[config.mk]
export PLATFORM = sky130hd
export DESIGN_NAME = adc_clip_level_search_flat
export DESIGN_NICKNAME = d
export VERILOG_FILES = /design/src/rtl/core/acls_pkg.sv /design/src/rtl/core/acls_if.sv /design/src/rtl/core/acls_block_stats.sv /design/src/rtl/core/adc_clip_level_search.sv /design/src/flat_wrapper.sv
export SDC_FILE = /design/constraint.sdc
export NUM_CORES = 1
export LEC_CHECK = 0
export BUFFER_PORTS_ARGS = -buffer_cell sky130_fd_sc_hd__buf_4
export CORE_UTILIZATION = 50
export CTS_CLUSTER_DIAMETER = 30
export DETAILED_ROUTE_END_ITERATION = 12
export PLACE_DENSITY_LB_ADDON = 0.25
export SETUP_SLACK_MARGIN = 0.15
export SKIP_CTS_REPAIR_TIMING = 1
export SYNTH_ARGS = -nofsm -noshare
export SYNTH_HDL_FRONTEND = slang
export SYNTH_SLANG_ARGS = --single-unit
[constraint.sdc]
create_clock -name clk -period 10.58 [get_ports clk]
set_input_delay 2.116 -clock clk [delete_from_list [all_inputs] [get_ports clk]]
set_output_delay 2.116 -clock clk [all_outputs]
set_load 0.01 [all_outputs]
[src/rtl/core/acls_pkg.sv]
// ----------------------------------------------------------------------------
// acls_pkg
// Shared types, codes and constants of the ADC clip level search block.
// ----------------------------------------------------------------------------
package acls_pkg;

	localparam int unsigned SampleW = 16;
	localparam int unsigned CountW  = 16;
	localparam int unsigned LevelW  = 7;
	localparam int unsigned StartW  = 5;
	localparam int unsigned CfgIdxW = 3;
	localparam int unsigned CfgDatW = 16;

	localparam logic OP_SAMPLE  = 1'b0;
	localparam logic OP_RESTART = 1'b1;

	localparam logic [CfgIdxW-1:0] REG_WIDE_SAMPLES      = 3'd0;
	localparam logic [CfgIdxW-1:0] REG_STOP_COUNT_NARROW = 3'd1;
	localparam logic [CfgIdxW-1:0] REG_STOP_COUNT_WIDE   = 3'd2;
	localparam logic [CfgIdxW-1:0] REG_RAIL_HIT_WEIGHT   = 3'd3;
	localparam logic [CfgIdxW-1:0] REG_CLIP_DECISION     = 3'd4;
	localparam logic [CfgIdxW-1:0] REG_START_LEVEL       = 3'd5;

	localparam logic [SampleW-1:0] NARROW_NEAR_LO = 16'h0008;
	localparam logic [SampleW-1:0] NARROW_NEAR_HI = 16'h00f8;
	localparam logic [SampleW-1:0] WIDE_NEAR_LO   = 16'h0800;
	localparam logic [SampleW-1:0] WIDE_NEAR_HI   = 16'hf800;
	localparam logic [SampleW-1:0] NARROW_RAIL    = 16'h00ff;
	localparam logic [SampleW-1:0] WIDE_RAIL      = 16'hffff;

	localparam logic signed [LevelW-1:0] LEVEL_MAX = 7'sd31;

	localparam logic [CountW-1:0] RST_STOP_NARROW = 16'd20;
	localparam logic [CountW-1:0] RST_STOP_WIDE   = 16'd10;
	localparam logic [CountW-1:0] RST_RAIL_WEIGHT = 16'd41;
	localparam logic [CountW-1:0] RST_DECISION    = 16'd20;
	localparam logic [StartW-1:0] RST_START_LEVEL = 5'd20;

	typedef enum logic [2:0] {
		PH_ASCEND  = 3'b001,
		PH_DESCEND = 3'b010,
		PH_DONE    = 3'b100
	} acls_phase_t;

	typedef struct packed {
		logic               restart;
		logic               last;
		logic [SampleW-1:0] sample;
	} acls_item_t;

	typedef struct packed {
		logic              wide;
		logic [CountW-1:0] stop_narrow;
		logic [CountW-1:0] stop_wide;
		logic [CountW-1:0] rail_weight;
	} acls_scan_cfg_t;

	typedef struct packed {
		logic [SampleW-1:0] low;
		logic [SampleW-1:0] high;
		logic [CountW-1:0]  count;
	} acls_stats_t;

endpackage

[src/rtl/core/acls_if.sv]
// ----------------------------------------------------------------------------
// acls_if
// Handshake channels of the ADC clip level search block.
// ----------------------------------------------------------------------------
interface acls_in_if;
	logic        valid;
	logic        ready;
	logic        opcode;
	logic [15:0] sample;
	logic        last;

	modport source (output valid, output opcode, output sample, output last, input ready);
	modport sink (input valid, input opcode, input sample, input last, output ready);
endinterface

interface acls_out_if;
	logic              valid;
	logic              ready;
	logic [15:0]       block_low;
	logic [15:0]       block_high;
	logic [15:0]       clip_count;
	logic signed [6:0] tested_level;
	logic signed [6:0] next_level;
	logic              search_done;

	modport source (
		output valid, output block_low, output block_high, output clip_count,
		output tested_level, output next_level, output search_done, input ready
	);
	modport sink (
		input valid, input block_low, input block_high, input clip_count,
		input tested_level, input next_level, input search_done, output ready
	);
endinterface

interface acls_cfg_if;
	logic        valid;
	logic        ready;
	logic [2:0]  index;
	logic [15:0] data;

	modport source (output valid, output index, output data, input ready);
	modport sink (input valid, input index, input data, output ready);
endinterface

[src/rtl/core/acls_block_stats.sv]
// ----------------------------------------------------------------------------
// acls_block_stats
// Per-block minimum, maximum and weighted near-rail count with early stop.
// ----------------------------------------------------------------------------
module acls_block_stats
	import acls_pkg::*;
(
	input  logic           clk,
	input  logic           arst_n,
	input  logic           step,
	input  acls_item_t     item,
	input  acls_scan_cfg_t cfg,
	output acls_stats_t    stats
);

	logic [SampleW-1:0] low_q;
	logic [SampleW-1:0] high_q;
	logic [CountW-1:0]  count_q;

	logic [SampleW-1:0] samp;
	logic [SampleW-1:0] rail;
	logic [SampleW-1:0] near_lo;
	logic [SampleW-1:0] near_hi;
	logic [CountW-1:0]  stop;
	logic               scan;
	logic               near;
	logic               rail_hit;
	logic [CountW:0]    sum1;
	logic [CountW:0]    sum2;
	logic [CountW-1:0]  cnt1;
	logic [CountW-1:0]  cnt2;

	always_comb begin
		samp     = cfg.wide ? item.sample : {8'h00, item.sample[7:0]};
		rail     = cfg.wide ? WIDE_RAIL : NARROW_RAIL;
		near_lo  = cfg.wide ? WIDE_NEAR_LO : NARROW_NEAR_LO;
		near_hi  = cfg.wide ? WIDE_NEAR_HI : NARROW_NEAR_HI;
		stop     = cfg.wide ? cfg.stop_wide : cfg.stop_narrow;
		scan     = count_q < stop;
		near     = (samp < near_lo) || (samp > near_hi);
		rail_hit = (samp == '0) || (samp == rail);
		sum1     = {1'b0, count_q} + {{CountW{1'b0}}, near};
		cnt1     = sum1[CountW] ? {CountW{1'b1}} : sum1[CountW-1:0];
		sum2     = {1'b0, cnt1} + {1'b0, cfg.rail_weight};
		cnt2     = sum2[CountW] ? {CountW{1'b1}} : sum2[CountW-1:0];

		stats.low   = low_q;
		stats.high  = high_q;
		stats.count = count_q;
		if (scan) begin
			if (samp < low_q) begin
				stats.low = samp;
			end
			if (samp > high_q) begin
				stats.high = samp;
			end
			stats.count = rail_hit ? cnt2 : cnt1;
		end
	end

	always_ff @(posedge clk or negedge arst_n) begin
		if (!arst_n) begin
			low_q   <= {SampleW{1'b1}};
			high_q  <= '0;
			count_q <= '0;
		end else if (step) begin
			if (item.restart || item.last) begin
				low_q   <= {SampleW{1'b1}};
				high_q  <= '0;
				count_q <= '0;
			end else begin
				low_q   <= stats.low;
				high_q  <= stats.high;
				count_q <= stats.count;
			end
		end
	end

endmodule

[src/rtl/core/adc_clip_level_search.sv]
// ----------------------------------------------------------------------------
// adc_clip_level_search
// ADC clip level search: block statistics and gain level stepping.
// ----------------------------------------------------------------------------
// One item is accepted per clock when the result side keeps up; an item sits
// in the input register, where the block statistics and the level
// step are worked out and the block-end result is written to the output
// register, so a result is valid once its last item leaves the input register.
// Throughput is set by the single input stage and the one-deep output
// register: a block end waits only while the previous result is not taken.
// Restart items and items in mid-block produce no result.
// ----------------------------------------------------------------------------
module adc_clip_level_search
	import acls_pkg::*;
(
	input  logic       clk,
	input  logic       arst_n,
	acls_in_if.sink    samples,
	acls_out_if.source results,
	acls_cfg_if.sink   cfg
);

	logic               wide_q;
	logic [CountW-1:0]  stop_narrow_q;
	logic [CountW-1:0]  stop_wide_q;
	logic [CountW-1:0]  rail_weight_q;
	logic [CountW-1:0]  decision_q;
	logic [StartW-1:0]  start_level_q;

	logic               valid_s1;
	logic               opcode_s1;
	logic               last_s1;
	logic [SampleW-1:0] sample_s1;

	logic                     level_valid_q;
	logic [SampleW-1:0]       out_low_q;
	logic [SampleW-1:0]       out_high_q;
	logic [CountW-1:0]        out_count_q;
	logic signed [LevelW-1:0] out_tested_q;
	logic signed [LevelW-1:0] out_next_q;
	logic                     out_done_q;

	logic signed [LevelW-1:0] level_q;
	acls_phase_t              phase_q;

	acls_item_t               item;
	acls_scan_cfg_t           scan_cfg;
	acls_stats_t              stats;
	logic                     restart;
	logic                     produce;
	logic                     adv;
	acls_phase_t              phase_mid;
	acls_phase_t              phase_nxt;
	logic signed [LevelW-1:0] level_nxt;
	logic [SampleW-1:0]       rail;
	logic [SampleW-1:0]       low_rep;

	// configuration registers
	assign cfg.ready = 1'b1;

	always_ff @(posedge clk or negedge arst_n) begin
		if (!arst_n) begin
			wide_q        <= 1'b0;
			stop_narrow_q <= RST_STOP_NARROW;
			stop_wide_q   <= RST_STOP_WIDE;
			rail_weight_q <= RST_RAIL_WEIGHT;
			decision_q    <= RST_DECISION;
			start_level_q <= RST_START_LEVEL;
		end else if (cfg.valid) begin
			unique case (cfg.index)
				REG_WIDE_SAMPLES:      wide_q        <= cfg.data[0];
				REG_STOP_COUNT_NARROW: stop_narrow_q <= cfg.data;
				REG_STOP_COUNT_WIDE:   stop_wide_q   <= cfg.data;
				REG_RAIL_HIT_WEIGHT:   rail_weight_q <= cfg.data;
				REG_CLIP_DECISION:     decision_q    <= cfg.data;
				REG_START_LEVEL:       start_level_q <= cfg.data[StartW-1:0];
				default: begin
				end
			endcase
		end
	end

	// input stage
	assign restart = opcode_s1 == OP_RESTART;
	assign produce = !restart && last_s1;
	assign adv     = valid_s1 && (!produce || !level_valid_q || results.ready);
	assign samples.ready = !valid_s1 || adv;

	always_ff @(posedge clk or negedge arst_n) begin
		if (!arst_n) begin
			valid_s1 <= 1'b0;
		end else if (samples.ready) begin
			valid_s1 <= samples.valid;
		end
	end

	always_ff @(posedge clk) begin
		if (samples.ready && samples.valid) begin
			opcode_s1 <= samples.opcode;
			sample_s1 <= samples.sample;
			last_s1   <= samples.last;
		end
	end

	// block statistics
	assign item.restart = restart;
	assign item.last    = last_s1;
	assign item.sample  = sample_s1;

	assign scan_cfg.wide        = wide_q;
	assign scan_cfg.stop_narrow = stop_narrow_q;
	assign scan_cfg.stop_wide   = stop_wide_q;
	assign scan_cfg.rail_weight = rail_weight_q;

	acls_block_stats u_stats (
		.clk    (clk),
		.arst_n (arst_n),
		.step   (adv),
		.item   (item),
		.cfg    (scan_cfg),
		.stats  (stats)
	);

	// level search step
	always_comb begin
		phase_mid = phase_q;
		if (phase_q != PH_DONE) begin
			if (stats.count >= decision_q) begin
				phase_mid = PH_DESCEND;
			end else if (phase_q == PH_DESCEND) begin
				phase_mid = PH_DONE;
			end
		end

		unique case (phase_mid)
			PH_ASCEND:  level_nxt = level_q + 7'sd1;
			PH_DESCEND: level_nxt = level_q - 7'sd1;
			PH_DONE:    level_nxt = level_q;
			default:    level_nxt = level_q;
		endcase

		phase_nxt = phase_mid;
		if (level_nxt < 7'sd0 || level_nxt > LEVEL_MAX) begin
			phase_nxt = PH_DONE;
		end

		rail    = wide_q ? WIDE_RAIL : NARROW_RAIL;
		low_rep = (stats.low > rail) ? rail : stats.low;
	end

	always_ff @(posedge clk or negedge arst_n) begin
		if (!arst_n) begin
			level_q <= LevelW'(RST_START_LEVEL);
			phase_q <= PH_ASCEND;
		end else if (adv) begin
			if (restart) begin
				level_q <= LevelW'(start_level_q);
				phase_q <= PH_ASCEND;
			end else if (last_s1) begin
				level_q <= level_nxt;
				phase_q <= phase_nxt;
			end
		end
	end

	// result register
	always_ff @(posedge clk or negedge arst_n) begin
		if (!arst_n) begin
			level_valid_q <= 1'b0;
		end else if (adv && produce) begin
			level_valid_q <= 1'b1;
		end else if (results.ready) begin
			level_valid_q <= 1'b0;
		end
	end

	always_ff @(posedge clk) begin
		if (adv && produce) begin
			out_low_q    <= low_rep;
			out_high_q   <= stats.high;
			out_count_q  <= stats.count;
			out_tested_q <= level_q;
			out_next_q   <= level_nxt;
			out_done_q   <= phase_nxt == PH_DONE;
		end
	end

	assign results.valid        = level_valid_q;
	assign results.block_low    = out_low_q;
	assign results.block_high   = out_high_q;
	assign results.clip_count   = out_count_q;
	assign results.tested_level = out_tested_q;
	assign results.next_level   = out_next_q;
	assign results.search_done  = out_done_q;

	// checks
	a_restart_loads_level: assert property (@(posedge clk) disable iff (!arst_n)
		adv && restart |=> level_q == LevelW'($past(start_level_q)) && phase_q == PH_ASCEND)
		else $error("restart did not load the start level");

	a_block_end_gives_result: assert property (@(posedge clk) disable iff (!arst_n)
		adv && produce |=> results.valid)
		else $error("block end without a result");

	a_done_holds_level: assert property (@(posedge clk) disable iff (!arst_n)
		adv && !restart && phase_q == PH_DONE |=> level_q == $past(level_q))
		else $error("level moved after the search finished");

	a_range_means_done: assert property (@(posedge clk) disable iff (!arst_n)
		level_q < 7'sd0 || level_q > LEVEL_MAX |-> phase_q == PH_DONE)
		else $error("level out of range while searching");

endmodule

[src/flat_wrapper.sv]
// flat-port wrapper written by rule: the top's interface ports become plain ports
module adc_clip_level_search_flat import acls_pkg::*;
  (clk, arst_n, samples_valid, samples_opcode, samples_sample, samples_last, samples_ready, results_valid, results_block_low, results_block_high, results_clip_count, results_tested_level, results_next_level, results_search_done, results_ready, cfg_valid, cfg_index, cfg_data, cfg_ready);
  acls_in_if samples_i ();
  acls_out_if results_i ();
  acls_cfg_if cfg_i ();
  input  logic clk;
  input  logic arst_n;
  input wire logic [$bits(samples_i.valid)-1:0] samples_valid;
  input wire logic [$bits(samples_i.opcode)-1:0] samples_opcode;
  input wire logic [$bits(samples_i.sample)-1:0] samples_sample;
  input wire logic [$bits(samples_i.last)-1:0] samples_last;
  output wire logic [$bits(samples_i.ready)-1:0] samples_ready;
  output wire logic [$bits(results_i.valid)-1:0] results_valid;
  output wire logic [$bits(results_i.block_low)-1:0] results_block_low;
  output wire logic [$bits(results_i.block_high)-1:0] results_block_high;
  output wire logic [$bits(results_i.clip_count)-1:0] results_clip_count;
  output wire logic [$bits(results_i.tested_level)-1:0] results_tested_level;
  output wire logic [$bits(results_i.next_level)-1:0] results_next_level;
  output wire logic [$bits(results_i.search_done)-1:0] results_search_done;
  input wire logic [$bits(results_i.ready)-1:0] results_ready;
  input wire logic [$bits(cfg_i.valid)-1:0] cfg_valid;
  input wire logic [$bits(cfg_i.index)-1:0] cfg_index;
  input wire logic [$bits(cfg_i.data)-1:0] cfg_data;
  output wire logic [$bits(cfg_i.ready)-1:0] cfg_ready;
  assign samples_i.valid = samples_valid;
  assign samples_i.opcode = samples_opcode;
  assign samples_i.sample = samples_sample;
  assign samples_i.last = samples_last;
  assign samples_ready = samples_i.ready;
  assign results_valid = results_i.valid;
  assign results_block_low = results_i.block_low;
  assign results_block_high = results_i.block_high;
  assign results_clip_count = results_i.clip_count;
  assign results_tested_level = results_i.tested_level;
  assign results_next_level = results_i.next_level;
  assign results_search_done = results_i.search_done;
  assign results_i.ready = results_ready;
  assign cfg_i.valid = cfg_valid;
  assign cfg_i.index = cfg_index;
  assign cfg_i.data = cfg_data;
  assign cfg_ready = cfg_i.ready;
  adc_clip_level_search u_core (.clk(clk), .arst_n(arst_n), .samples(samples_i), .results(results_i), .cfg(cfg_i));
endmodule
# --- After elaboration in Yosys (flattened, before gate mapping) ---
# Cells that the tools add are included.
word_totals:
  regBits: 211
  input_bits: 42
  out_inout_bits: 66
  wordCells: 98
classes:
  addsub: 4
  order_cmp: 9
  n_eq_ne: 11
  mux: 26
  n_reduce_logical: 26
op_table:
  columns: ["cell", "count"]
  rows:
  - ["16-bit 2-to-1 mux", 13]
  - ["16-bit > comparator", 3]
  - ["48-bit 2-to-1 mux", 1]
  - ["16-bit < comparator", 2]
  - ["3-bit 2-to-1 mux", 6]
  - ["16-bit by 1-bit adder with 17-bit output", 1]
  - ["16-bit by 16-bit adder with 17-bit output", 1]
  - ["16-bit equality test", 1]
  - ["16-bit greater-or-equal comparator", 1]
  - ["16-bit logical NOT", 1]
  - ["16-bit by 12-bit < comparator with 1-bit output", 1]
  - ["7-bit 2-to-1 mux", 2]
  - ["7-bit case mux with 2 select lines", 1]
  - ["2-bit AND reduction", 7]
  - ["3-bit by 2-bit equality test with 1-bit output, second input constant", 4]
  - ["12-bit 2-to-1 mux", 1]
  - ["3-bit equality test, second input constant", 3]
  - ["7-bit by 2-bit adder with 7-bit output, second input constant", 1]
  - ["7-bit by 6-bit > comparator with 1-bit output, second input constant", 1]
  - ["1-bit logical OR", 7]
  - ["7-bit by 1-bit < comparator with 1-bit output, second input constant", 1]
  - ["7-bit by 2-bit subtractor with 7-bit output, second input constant", 1]
  - ["3-bit by 1-bit equality test with 1-bit output, second input constant", 2]
  - ["1-bit logical AND", 4]
  - ["other kinds (5)", 10]

# --- Longest topological paths before layout ---
logic_depth:
  ltp_word: 19
  mapped_depth: 46
  ltp_nobuf: 43

# --- By module ---
# From an unflattened synthesis, not the netlist that was laid out.
unflattened:
  cells_unflattened: 1061
  area_unflattened_um2: 11954.0
by_module_without_submodules:
  columns: ["mod", "n_inst", "cells_each", "area_per_inst_um2", "seq_area_each_um2"]
  rows:
  - ["adc_clip_level_search", 1, 469, 6754.0, 4501.8]
  - ["acls_block_stats", 1, 592, 5200.0, 1221.2]

# --- Worst setup path before layout ---
# No wires, ideal clock.
synth_timing:
  path_kind: "register to register"
  from: "reg u_core.wide_q"
  to: "reg u_core.out_done_q, in the netlist u_core.results.search_done, data pin"
  setup_ns: 0.270
  t_arrival_ns: 8.319
  required_time_ns: 10.310
  setup_slack_ns: 1.990
  path_stages_with_launch: 42
  path_buffers: 3
  synth_period_minus_slack_ns: 8.590
  path_cell_list: "dfrtp_1 > buf_4 > clkbuf_1 > inv_1 > ha_1 > nor2b_1 > o21a_1 > o21ai_0 > nand2b_1 > a21oi_1 > a21oi_1 > o21ai_0 > o21ai_0 > ha_1 > ha_1 > and3_1 > nand3_1 > or2_2 > [... 6 more ...] > a21oi_1 > a311o_4 > a2111oi_0 > nor2_1 > ha_1 > and4_1 > nor4b_1 > o21a_1 > nor2_1 > nor2_1 > ha_1 > a211oi_1 > o21bai_1 > a21oi_1 > o21ai_0 > a21oi_1 > a211oi_1 > or3b_2"
synth_lines:
  columns: ["element", "line_no", "text"]
  rows:
  - ["from (decl)", "adc_clip_level_search.sv:23", "logic wide_q;"]
  - ["from (signal assigned)", "adc_clip_level_search.sv:71", "REG_WIDE_SAMPLES: wide_q <= cfg.data[0];"]
  - ["to (signal assigned)", "adc_clip_level_search.sv:184", "out_done_q <= phase_nxt == PH_DONE;"]
  - ["to (decl)", "adc_clip_level_search.sv:41", "logic out_done_q;"]

==> qor.txt <==
Outcome: finished, final reports clean
CP max stage delay: 0.49 ns
CTS tree: done
Syn. warnings: 0
Share of cells above drive strength 1: 0.264
Final Wtd Congestion: 0.949
Die Ht: 156 µm
# clock sinks: 211
ANT nets after route: 0
H-Tree Depth: 2
Detailed router's first-iteration violation count: 539
RSZ-0062 raised after global routing: false
Syn Area/Cell: 11.2 µm²
Starting density of the core: 0.517
Chip Width: 156 µm
Share of flip-flops with an asynchronous set or reset: 0.616
Crit path launch: u_core.wide_q
Crit path DAT: 9.87 ns
Worst-path clk slew: 0.05 ns
Post-synth top flop: dfrtp_1
Hold Path Origin: u_core.stop_narrow_q[0]
Setup ws final: 0.965 ns
Leak: 6.61 nW
Clock Path Buffers: 3
Wirelength per Cell: 18.5 µm
GRT Overall Usage: 0.241
Area Overhead vs Synth: 22.5%
CTS buffer count: 43
Detailed Routing Iterations Pass 1: 5
Final Critical Period: 9.62 ns
Worst Hold End: u_core.stop_narrow_q[0]
Synth area leaders: dfrtp_1 (21%), edfxtp_1 (21%), ha_1 (10%), mux2_2 (8.2%), dfstp_2 (6.6%)
Max-slew headroom: 0.195
Post-synth EDFFs: 81
Setup WS pre-CTS: 0.713 ns
Buffers on Ports: 106
Max Cap Viol: 0
Worst r2r dst: u_core.results.search_done
Placed inst area: 13000 µm²
Post-synthesis sequential area ratio: 0.483
Final setup fails: 0
Startpoint types: flop
Crit path kind: reg -> reg
R2R Setup Slk: 0.96 ns
Number of vias per cell: 5.75
Clock Skews: 0.0151 ns
Root Driver: clkbuf_16
Synth Instances: 1063
Cell area after layout: 14500 µm²
Minimum hold slack: 0.493 ns
Vias: 8827
I/O pin count: 108
Post-route setup TNS: 0 ns
Worst slew pin tran: 1.20 ns
Final Max Slew Viols: 0
Final nets: 1331
Overall power: 0.00298 W
Largest net degree at the start of global routing: 71
Reg2Reg Depth: 40
Vias in the first global route: 8735
DRC: 0
Reg2Reg Launch Point: u_core.wide_q
Initial antenna violation count: 0
Syn_nets: 1205
Mapped Area: 11900 µm²
Pwr/cell area: 205 nW/µm²
Clock Latency Late Sink: 0.52 ns
First-pass GRT wire length: 45.6 mm
Die Area: 24300 µm²
Final hold vios: 0
Row count: 55
Leading area contributor after synthesis: dfrtp_1
HPWL after DPL: 19.9 mm
Critical path endpoint category: flop
Tcrit/Tclk final: 0.909
WP data required: 10.84 ns
Slowest CP cell: or3b_2
Synthesized flop and latch total: 211
Yosys cell types: 71
Hold Path Class: reg -> reg
Achievable Freq: 104 MHz
Crit-path max FO: 17
Worst hold stages: 1
Peak VDD IR: 0.186 mV
Total gr overflow: 0
Yosys top cell area share: 0.211
# diodes: 0
Final Routed Wirelength: 28.5 mm
Core area: 22900 µm²
[synth_stat cells, types with 4 or more instances]
cell type  instances
xor2_1             7
and2_1            14
nor3_1             7
o22a_1            22
o21ai_0           72
o21a_1            14
a2111oi_0          4
dfstp_2           30
a21o_1            24
a21oi_1           40
a22o_1            24
o211ai_1           4
nand3b_1           4
o22ai_1            7
a211oi_1           9
edfxtp_1          81
mux2i_1           16
dfrtp_1          100
a211o_1            9
nand4_1           10
nand3_1           25
mux2_2            86
clkbuf_1          23
o31ai_1           11
nor2b_1            8
inv_1             61
nand2_1           94
o31a_1             4
ha_1              98
and3_1            12
nor2_1            54
nand2b_1          12
buf_4              4
xnor2_1           13
[layout by cell type, fill, tap and decap left out, drive strengths merged, types with 41 or more instances in the layout]
master	Yosys	layout
a21oi	41	41
buf	11	115
clkbuf	23	48
dfrtp	100	100
edfxtp	81	81
ha	98	98
inv	62	68
mux2	89	89
nand2	94	94
nor2	54	54
o21ai	74	74
[how the worst max path moves through the flow]
stage / end / slack (ns) / cells after the start
6_report: u_core.results.search_done / 0.96 / 40
2_1_floorplan: u_core.results.search_done / 1.99 / 41
3_3_place_gp: u_core.results.search_done / 1.05 / 40
4_1_cts: u_core.phase_q[1] / 0.62 / 40
5_1_grt: u_core.results.search_done / 0.21 / 40
3_5_place_dp: u_core.phase_q[1] / 0.71 / 40
[kinds of logic after synthesis]
logic type | Yosys count | share of synthesized area
buffers and inverters | 97 | 0.0341
xor gates and xnor gates | 20 | 0.0148
adders and majority gates | 100 | 0.107
muxes | 105 | 0.0980
AOI/OAI and AO/OA | 267 | 0.156
and+or+nand+nor | 262 | 0.108
other | 1 | 0.000316
DFF | 211 | 0.483
[through the flow]
| stage | util | std cells |
|---|---|---|
| 2_1_floorplan | - | 1063 |
| 3_3_place_gp | 0.566 | 1457 |
| 3_5_place_dp | 0.566 | 1457 |
| 4_1_cts | 0.633 | 1536 |
| 5_1_grt | 0.634 | 1536 |
| 6_report | 0.634 | 1536 |
[layout make-up]
type                    instances  area, µm²
clock inverters                31        395
inverters                      63        236
fillers                      1780       8390
flip-flops and latches        211       5720
clock buffers                  48       1150
repair buffers                115        863
multi-input cells             755       5770
well taps                     313        392
[power breakdown]
group	leakage (nW)	switching, W	internal (W)
clock	0.745	0.000455	0.000961
combinational	3.52	0.000281	0.000245
sequential	2.35	0.0000621	0.000974
total	6.61	0.000798	0.00218
[worst max-delay path, delay by kind of cell, from the launching register on]
kind                     cells  cell delay (ns)
AND/OR/NAND/NOR             12             2.95
flip-flops                   1             0.38
adder cells (fa/ha/maj)      7             2.05
AO/OA/AOI/OAI               19             3.66
buffers and inverters        2             0.29
[metal layers]
layer / vias to the layer above / GRT usage / wire (µm)
li1: 4213 / - / -
met1: 4271 / 0.328 / 12900
met2: 287 / 0.383 / 13000
met3: 56 / 0.0486 / 1840
met4: 0 / 0.0826 / 787
met5: - / 0 / 0
(Power assumes the default switching activity.)
